[src/rtl/core/mkat_pkg.sv]
// mkat_pkg: shared types and constants of the mac keepalive aging table
// no dependencies; imported by mkat_cell and mac_keepalive_aging_table_unit
`default_nettype none

package mkat_pkg;

	localparam int TABLE_ENTRIES_DEF = 16;
	localparam int MAC_W             = 48;
	localparam int TIME_W            = 32;
	localparam int SEQ_W             = 32;
	localparam int KA_W              = 16;
	localparam int APB_DATA_W        = 32;
	localparam int APB_ADDR_W        = 3;

	localparam logic [TIME_W-1:0]     GRACE_SECONDS   = 32'd10;
	localparam logic [SEQ_W-1:0]      SEQUENCE_START  = 32'd1000;
	localparam logic [KA_W-1:0]       KEEPALIVE_RESET = 16'd30;
	localparam logic [APB_ADDR_W-1:0] ADDR_KEEPALIVE  = 3'd0;

	// one table entry as it travels around the ring
	typedef struct packed {
		logic [MAC_W-1:0]  mac;
		logic [TIME_W-1:0] expiry;
	} entry_t;

endpackage

`default_nettype wire

[src/rtl/core/mkat_cell.sv]
// mkat_cell: one storage cell of the rotating entry ring
// depends on mkat_pkg for entry_t
`default_nettype none

module mkat_cell
	import mkat_pkg::*;
(
	input  wire logic   clk,
	input  wire logic   shift_en,
	input  wire entry_t d,
	output entry_t      q
);

	entry_t entry_q;

	// payload only, contents undefined until written
	always_ff @(posedge clk) begin
		if (shift_en) begin
			entry_q <= d;
		end
	end

	assign q = entry_q;

endmodule

`default_nettype wire

[src/rtl/core/mac_keepalive_aging_table_unit.sv]
// mac_keepalive_aging_table_unit: top level of the mac keepalive aging table
// depends on mkat_pkg and mkat_cell
`default_nettype none

// Each input transaction stands for one elapsed second and may carry a heard
// MAC address. The table is a ring of TABLE_ENTRIES cells that rotates by one
// cell per cycle past a single head processor. During one full rotation the
// head refreshes the expiry of a matching stored MAC (now + keepalive + 10),
// appends an unknown MAC in the first free slot while room remains, and for
// every occupied entry whose nonzero expiry is at or before now emits a delete
// transaction (MAC, sequence number starting at 1000) and zeroes that expiry.
// The last delete of a second carries last = 1; a second with nothing expired
// produces no output. An item occupies the block for one rotation of the ring
// plus accept and flush, longer while the output stalls, since the ring holds
// its position whenever a new delete cannot be parked. in_stall stays high for
// the whole walk. No clearing pass is needed after reset: count_q marks which
// cells hold entries. keepalive_seconds sits at APB byte address 0, reset value
// 30; other addresses read as zero and ignore writes.
module mac_keepalive_aging_table_unit
	import mkat_pkg::*;
#(
	parameter int TABLE_ENTRIES = TABLE_ENTRIES_DEF
) (
	input  wire logic                  clk,
	input  wire logic                  arst_n,

	// apb configuration port
	input  wire logic                  psel,
	input  wire logic                  penable,
	input  wire logic                  pwrite,
	input  wire logic [APB_ADDR_W-1:0] paddr,
	input  wire logic [APB_DATA_W-1:0] pwdata,
	output logic      [APB_DATA_W-1:0] prdata,
	output logic                       pready,

	// input channel, one transaction per second
	input  wire logic                  in_valid,
	output logic                       in_stall,
	input  wire logic                  mac_valid,
	input  wire logic [MAC_W-1:0]      mac,

	// delete channel
	output logic                       out_valid,
	input  wire logic                  out_stall,
	output logic      [MAC_W-1:0]      expired_mac,
	output logic      [SEQ_W-1:0]      sequence_res,
	output logic                       last
);

	localparam int IDX_W = $clog2(TABLE_ENTRIES);
	localparam int CNT_W = $clog2(TABLE_ENTRIES + 1);
	localparam logic [IDX_W-1:0] LAST_IDX = IDX_W'(TABLE_ENTRIES - 1);
	localparam logic [CNT_W-1:0] FULL_CNT = CNT_W'(TABLE_ENTRIES);

	typedef enum logic [2:0] {
		ST_IDLE  = 3'b001,
		ST_SCAN  = 3'b010,
		ST_FLUSH = 3'b100
	} state_t;

	state_t             state_q;
	logic [KA_W-1:0]    keepalive_q;
	logic [TIME_W-1:0]  now_q;
	logic [SEQ_W-1:0]   seq_q;
	logic [CNT_W-1:0]   count_q;
	logic [IDX_W-1:0]   idx_q;
	logic               found_q;

	// latched input transaction
	logic               item_valid_q;
	logic [MAC_W-1:0]   item_mac_q;
	logic [TIME_W-1:0]  deadline_q;

	// parked delete, waits until its last flag is known
	logic               pend_v_q;
	logic [MAC_W-1:0]   pend_mac_q;
	logic [SEQ_W-1:0]   pend_seq_q;

	// output register
	logic               out_v_q;
	logic [MAC_W-1:0]   out_mac_q;
	logic [SEQ_W-1:0]   out_seq_q;
	logic               out_last_q;

	// ---------------------------------------------------------------------
	// configuration port
	// ---------------------------------------------------------------------
	logic cfg_wr;

	assign pready = 1'b1;
	assign cfg_wr = psel && penable && pwrite && pready && (paddr == ADDR_KEEPALIVE);

	always_comb begin
		prdata = '0;
		if (paddr == ADDR_KEEPALIVE) begin
			prdata = APB_DATA_W'(keepalive_q);
		end
	end

	always_ff @(posedge clk or negedge arst_n) begin
		if (!arst_n) begin
			keepalive_q <= KEEPALIVE_RESET;
		end else if (cfg_wr) begin
			keepalive_q <= pwdata[KA_W-1:0];
		end
	end

	// ---------------------------------------------------------------------
	// entry ring: cell i takes from cell i+1, the tail takes the head result
	// ---------------------------------------------------------------------
	entry_t ring_q [TABLE_ENTRIES];
	entry_t wb_entry;
	logic   shift_en;

	for (genvar gi = 0; gi < TABLE_ENTRIES; gi++) begin : g_ring
		entry_t cell_d;
		if (gi == TABLE_ENTRIES - 1) begin : g_tail
			assign cell_d = wb_entry;
		end else begin : g_link
			assign cell_d = ring_q[gi+1];
		end
		mkat_cell u_cell (
			.clk      (clk),
			.shift_en (shift_en),
			.d        (cell_d),
			.q        (ring_q[gi])
		);
	end

	// ---------------------------------------------------------------------
	// head processor: the entry at the head during step k is table index k
	// ---------------------------------------------------------------------
	entry_t            head;
	logic              occupied;
	logic              do_append;
	logic              do_match;
	logic [MAC_W-1:0]  new_mac;
	logic [TIME_W-1:0] new_exp;
	logic              hit;
	logic              can_move;
	logic              advance;
	logic              scanning;
	logic              in_accept;

	assign head      = ring_q[0];
	assign scanning  = (state_q == ST_SCAN);
	assign occupied  = CNT_W'(idx_q) < count_q;
	// first free slot, reached only after every stored entry was compared
	assign do_append = !occupied && (CNT_W'(idx_q) == count_q) && item_valid_q && !found_q;
	assign do_match  = occupied && item_valid_q && !found_q && (head.mac == item_mac_q);
	assign new_mac   = do_append ? item_mac_q : head.mac;
	assign new_exp   = (do_append || do_match) ? deadline_q : head.expiry;
	assign hit       = scanning && (occupied || do_append) && (new_exp != '0)
	                   && (new_exp <= now_q);

	assign can_move  = !out_v_q || !out_stall;
	// hold the ring when a new delete finds the parking slot still blocked
	assign advance   = !(hit && pend_v_q && !can_move);
	assign shift_en  = scanning && advance;

	assign wb_entry.mac    = new_mac;
	assign wb_entry.expiry = hit ? '0 : new_exp;

	assign in_stall  = (state_q != ST_IDLE);
	assign in_accept = in_valid && !in_stall;

	// ---------------------------------------------------------------------
	// control
	// ---------------------------------------------------------------------
	logic flush_move;
	logic scan_move;
	logic out_take;
	logic [TIME_W-1:0] now_next;

	assign now_next   = now_q + 1'b1;
	assign scan_move  = shift_en && hit && pend_v_q;
	assign flush_move = (state_q == ST_FLUSH) && pend_v_q && can_move;
	assign out_take   = out_v_q && !out_stall;

	always_ff @(posedge clk or negedge arst_n) begin
		if (!arst_n) begin
			state_q  <= ST_IDLE;
			now_q    <= '0;
			seq_q    <= SEQUENCE_START;
			count_q  <= '0;
			idx_q    <= '0;
			found_q  <= 1'b0;
			pend_v_q <= 1'b0;
			out_v_q  <= 1'b0;
		end else begin
			unique case (state_q)
				ST_IDLE: begin
					if (in_accept) begin
						now_q   <= now_next;
						idx_q   <= '0;
						found_q <= 1'b0;
						state_q <= ST_SCAN;
					end
				end
				ST_SCAN: begin
					if (shift_en) begin
						if (do_match || do_append) begin
							found_q <= 1'b1;
						end
						if (do_append) begin
							count_q <= count_q + 1'b1;
						end
						if (hit) begin
							pend_v_q <= 1'b1;
							seq_q    <= seq_q + 1'b1;
						end
						if (idx_q == LAST_IDX) begin
							idx_q   <= '0;
							state_q <= ST_FLUSH;
						end else begin
							idx_q <= idx_q + 1'b1;
						end
					end
				end
				ST_FLUSH: begin
					if (!pend_v_q) begin
						state_q <= ST_IDLE;
					end else if (can_move) begin
						pend_v_q <= 1'b0;
						state_q  <= ST_IDLE;
					end
				end
				default: begin
					state_q <= ST_IDLE;
				end
			endcase

			if (scan_move || flush_move) begin
				out_v_q <= 1'b1;
			end else if (out_take) begin
				out_v_q <= 1'b0;
			end
		end
	end

	// payload registers
	always_ff @(posedge clk) begin
		if (in_accept) begin
			item_valid_q <= mac_valid;
			item_mac_q   <= mac;
			deadline_q   <= now_next + TIME_W'(keepalive_q) + GRACE_SECONDS;
		end
		if (shift_en && hit) begin
			pend_mac_q <= new_mac;
			pend_seq_q <= seq_q;
		end
		if (scan_move || flush_move) begin
			out_mac_q  <= pend_mac_q;
			out_seq_q  <= pend_seq_q;
			out_last_q <= flush_move;
		end
	end

	assign out_valid    = out_v_q;
	assign expired_mac  = out_mac_q;
	assign sequence_res = out_seq_q;
	assign last         = out_last_q;

	// ---------------------------------------------------------------------
	// assertions
	// ---------------------------------------------------------------------
	a_count_bound: assert property (@(posedge clk) disable iff (!arst_n)
		count_q <= FULL_CNT)
		else $error("entry count beyond table size");

	a_idle_no_pending: assert property (@(posedge clk) disable iff (!arst_n)
		(state_q == ST_IDLE) |-> !pend_v_q)
		else $error("parked delete left behind at end of a second");

	a_seq_step: assert property (@(posedge clk) disable iff (!arst_n)
		(shift_en && hit) |=> (seq_q == $past(seq_q) + 1'b1))
		else $error("sequence number did not advance on a delete");

	a_seq_hold: assert property (@(posedge clk) disable iff (!arst_n)
		!(shift_en && hit) |=> $stable(seq_q))
		else $error("sequence number moved without a delete");

endmodule

`default_nettype wire

[config.mk]
export PLATFORM = sky130hd
export DESIGN_NAME = mac_keepalive_aging_table_unit
export DESIGN_NICKNAME = d
export VERILOG_FILES = /design/src/rtl/core/mkat_pkg.sv /design/src/rtl/core/mkat_cell.sv /design/src/rtl/core/mac_keepalive_aging_table_unit.sv
export SDC_FILE = /design/constraint.sdc
export NUM_CORES = 2
export LEC_CHECK = 0
export BUFFER_PORTS_ARGS = -buffer_cell sky130_fd_sc_hd__buf_4
export CAP_MARGIN = 20
export CORE_ASPECT_RATIO = 2
export CORE_MARGIN = 4
export CORE_UTILIZATION = 55
export CTS_CLUSTER_DIAMETER = 200
export DETAILED_ROUTE_END_ITERATION = 12
export PLACE_DENSITY = 0.72
export SYNTH_ARGS = -nofsm -noshare
export SYNTH_HDL_FRONTEND = slang
export SYNTH_SLANG_ARGS = --single-unit
export TNS_END_PERCENT = 10
[constraint.sdc]
create_clock -name clk -period 112.5 [get_ports clk]
set_input_delay 16.875 -clock clk [delete_from_list [all_inputs] [get_ports clk]]
set_output_delay 16.875 -clock clk [all_outputs]
set_load 0.01 [all_outputs]
==> reports/results.tsv <==
stage	metric	value	unit
sta	maximum achievable frequency	28.82	MHz
critical_path	critical path cell sequence	buf_4 > nor3_2 > buf_4 > and2_1 > buf_4	
route	Post-route DRC	0	
min_path	Hold/Removal Path Class	flop to flop	
floorplan	Cell Rows	164	
synth	count of state elements after synthesis	1617	
synth	mean cell area of the mapped netlist	21.29	um^2
route	vias after detailed routing	23449	
sta	Setup Total Neg Slack	0	ps
sta	worst slew margin relative to its limit	0.1758	
placement	Post-Place Cells	4065	
floorplan	IO Count	207	
synth	Post-Synthesis Cell Area	0.05508	mm^2
route	antenna-violating nets left	0	
route	total length of routed met3 wires	4389	um
critical_path	CP Depth	5	
grt	Global Route Usage Sum	0.1844	
route	mean routed wirelength per cell	22.49	um
synth	post-synth top area cell	edfxtp_1	
synth	post-synthesis instance total	2587	
route	number of vias per cell after detailed routing	5.447	
critical_path	Most common cell on crit path	buf_4	
power	cell leakage power	0.02079	uW
synth	prevailing post-synth register cell	edfxtp_1	
clock_network	CTS tree	built	
power	ratio of total power to cell area	23.11	mW/mm^2
route	M1 WL	39580	um
critical_path	cell count of the worst reg-to-reg path	18	
critical_path	CP Class	input port to output port	
grt	remaining global-route overflow	0	
clock_network	Root Buffer	clkbuf_16	
run_status	status	complete, no violations	
placement	Post-DP Area	0.05803	mm^2
synth	area fraction of the dominant cell type after synthesis	0.8298	
sta	post-layout minimum cycle time	34700	ps
synth	Yosys warning total	0	
sta	slack of the critical path	77800	ps
finish	Area growth syn-to-layout	13.60	%
clock_network	clock network latency to the later pin of the worst-skew pair	750	ps
clock_network	Max Buffers Root-to-Sink	3	
sta	transition time at the pin with the least slew margin	1236	ps
synth	biggest area contributors in the synthesized netlist	edfxtp_1 (83%), dfrtp_1 (3.8%), xnor2_1 (2.3%)	
min_path	worst hold path depth	0	
grt	wire length of the first global-routing pass	146700	um
critical_path	CP max-delay cell	buf_4	
clock_network	Clock transition at path regs	70	ps
clock_network	clock buffer count from CTS	132	
route	WL final	96810	um
grt	maximum number of pins on one net before global-route repair	235	
clock_network	clock sink total	1617	
route	highest layer used for signal routing	met5	
synth	Post-synth EDFFs	1522	
sta	number of max-slew violations in the final report	0	
critical_path	Buffers & Inverters on Critical Path	3	
clock_network	buffers inserted by post-CTS timing repair	0	
sta	setup repair after global routing missed its margin	false	
route	Iter 0 DRT Violations	2015	
placement	final HPWL from detailed placement	58160	um
floorplan	Die X-Extent	231.8	um
critical_path	data required time of the critical path	95620	ps
finish	proportion of layout cells with a drive suffix above 1	0.1771	
clock_network	H-tree lvl count	4	
clock_network	number of buffers inserted for hold repair after clock tree synthesis	0	
critical_path	worst-path fanout max	17	
synth	number of distinct library cell variants in the gate-level netlist after synthesis	76	
critical_path	biggest cell delay along the critical path	270	ps
grt	number of global-route vias before repair	24127	
critical_path	startpoint type of the worst setup path	input port	
finish	layout net count	3039	
sta	number of failing hold endpoints at the final stage	0	
route	number of iterations in the first detailed-routing pass	5	
floorplan	area enclosed by the die boundary	0.1056	mm^2
floorplan	Core Footprint	0.09973	mm^2
placement	routability congestion estimate	0.8883	
route	sum of met2 wire segment lengths after detailed routing	48810	um
power	maximum resistive drop on vdd	0.01472	mV
sta	share of the cycle needed by the critical path after routing	0.3085	
placement	port bufs	173	
finish	final instance count without filler cells	4305	
critical_path	kind of cell adding the most delay to the critical path	buffers and inverters	
grt	initial antenna violation count	2	
critical_path	signal arrival time at the worst endpoint	17830	ps
placement	pre-CTS worst setup slack	77750	ps
clock_network	number of cells upsized or downsized after cts	0	
synth	proportion of synthesized flip-flops having asynchronous set or reset	0.05875	
run	count of max-cap constraint violations	0	
critical_path	crit end category	output port	
floorplan	Initial Util	0.5523	
floorplan	die extent in y	455.5	um
power	total power draw	1446	uW
finish	final instance area	0.06257	mm^2
synth	sequential area share after synthesis	0.8733	
sta	Post-Route Skew	34.45	ps
sta	Setup Viol. Count Final	0	
metal layers:
layer,up-vias,track usage
met3,200,0.03273
met5,-,0
met1,12006,0.2454
li1,10593,-
met2,648,0.3016
met4,2,0.08201
cells in the mapped netlist (all sizes together), types with 3 or more instances:
cell type,instances
a211oi,7
nand2b,4
and2,27
clkbuf,38
nor3b,3
nor2,58
nor2b,5
dfstp,11
mux2,94
nor4,25
o21ai,20
mux2i,3
dfrtp,84
o21a,8
and3,20
a21oi,35
o211ai,7
a21boi,32
nand3,53
a211o,3
nand4,47
nand3b,3
or2,3
inv,65
or3,9
xor2,10
edfxtp,1522
o31a,3
o31ai,3
xnor2,146
a2111oi,3
a21o,10
and4,9
a31oi,5
nor3,30
ha,72
buf,24
nand2,56
final cells by class:
| class | count | area (um^2) |
|---|---|---|
| Clock buffer | 157 | 3546 |
| Sequential cell | 1617 | 48090 |
| Multi-Input combinational cell | 858 | 6521 |
| Fill cell | 6650 | 37160 |
| Clock inverter | 78 | 897.1 |
| Antenna cell | 1 | 2.502 |
| Inverter | 65 | 247.7 |
| Timing Repair Buffer | 201 | 1594 |
| Tap cell | 1328 | 1662 |
sequential cells by signal, summed over array words and instances, names as in the netlist, 5 cells and up:
register and flops:
now_q 32, seq_q 32, item_mac_q 48, deadline_q 32, g_ring.u_cell.q 1280, keepalive_q 16
pend_mac_q 48, expired_mac 48, sequence_res 32, count_q 5, pend_seq_q 32
where the power goes:
group,internal [uW],total [uW],switching [uW]
Combinational,44.6,154,109
Sequential,789,822,33.6
Clock,262,470,208
path summary, 6_finish.rpt:
check	slack [ps]	endpoint	start
min reg2reg	390	g_ring[10].u_cell.q[7]	g_ring[11].u_cell.q[7]
max	77800	prdata[9]	paddr[1]
max reg2reg	103310	g_ring[1].u_cell.q[24]	item_mac_q[5]
min in group asynchronous	16080	keepalive_q[14]	arst_n
min	390	g_ring[10].u_cell.q[7]	g_ring[11].u_cell.q[7]
max in group asynchronous	95040	keepalive_q[0]	arst_n
through the flow:
step,utilization,hold WS [ps]
finish,0.6274,387.3
global route,0.6273,401.6
CTS,0.6264,385.8
detailed placement,0.5819,404.5
global placement,0.5819,400.6
floorplan,-,400.3
worst register-to-register path: cells and delay by family (launching register included):
| family | cells | cell delay, ps |
|---|---|---|
| AOI/OAI and AO/OA | 3 | 590 |
| and+or+nand+nor | 8 | 2780 |
| xor gates and xnor gates | 1 | 790 |
| DFF | 1 | 420 |
| muxes | 1 | 470 |
| adders and majority gates | 1 | 330 |
| buffers and inverters | 4 | 3380 |
cell usage in the layout (no fill, tap or decap), types with 28 or more instances in the layout:
cell type	synthesis	routed
ha_1	72	72
xnor2_1	145	145
buf_4	17	196
nand2_1	56	56
edfxtp_1	1522	1522
mux2_2	92	92
inv_1	64	63
nor2_1	58	57
a21oi_1	35	35
nand4_1	47	47
dfrtp_1	84	84
clkbuf_16	0	139
nand3_1	53	53
nor3_1	29	28
cell families after synthesis:
family / Yosys count / synth area share
buffers and inverters: 127 / 0.009973
muxes: 97 / 0.01976
AOI/OAI and AO/OA: 155 / 0.01988
xor gates and xnor gates: 156 / 0.02494
other: 2 / 0.0001364
DFF: 1617 / 0.8733
and+or+nand+nor: 360 / 0.03533
adders and majority gates: 73 / 0.01672
(Power assumes the default switching activity.)
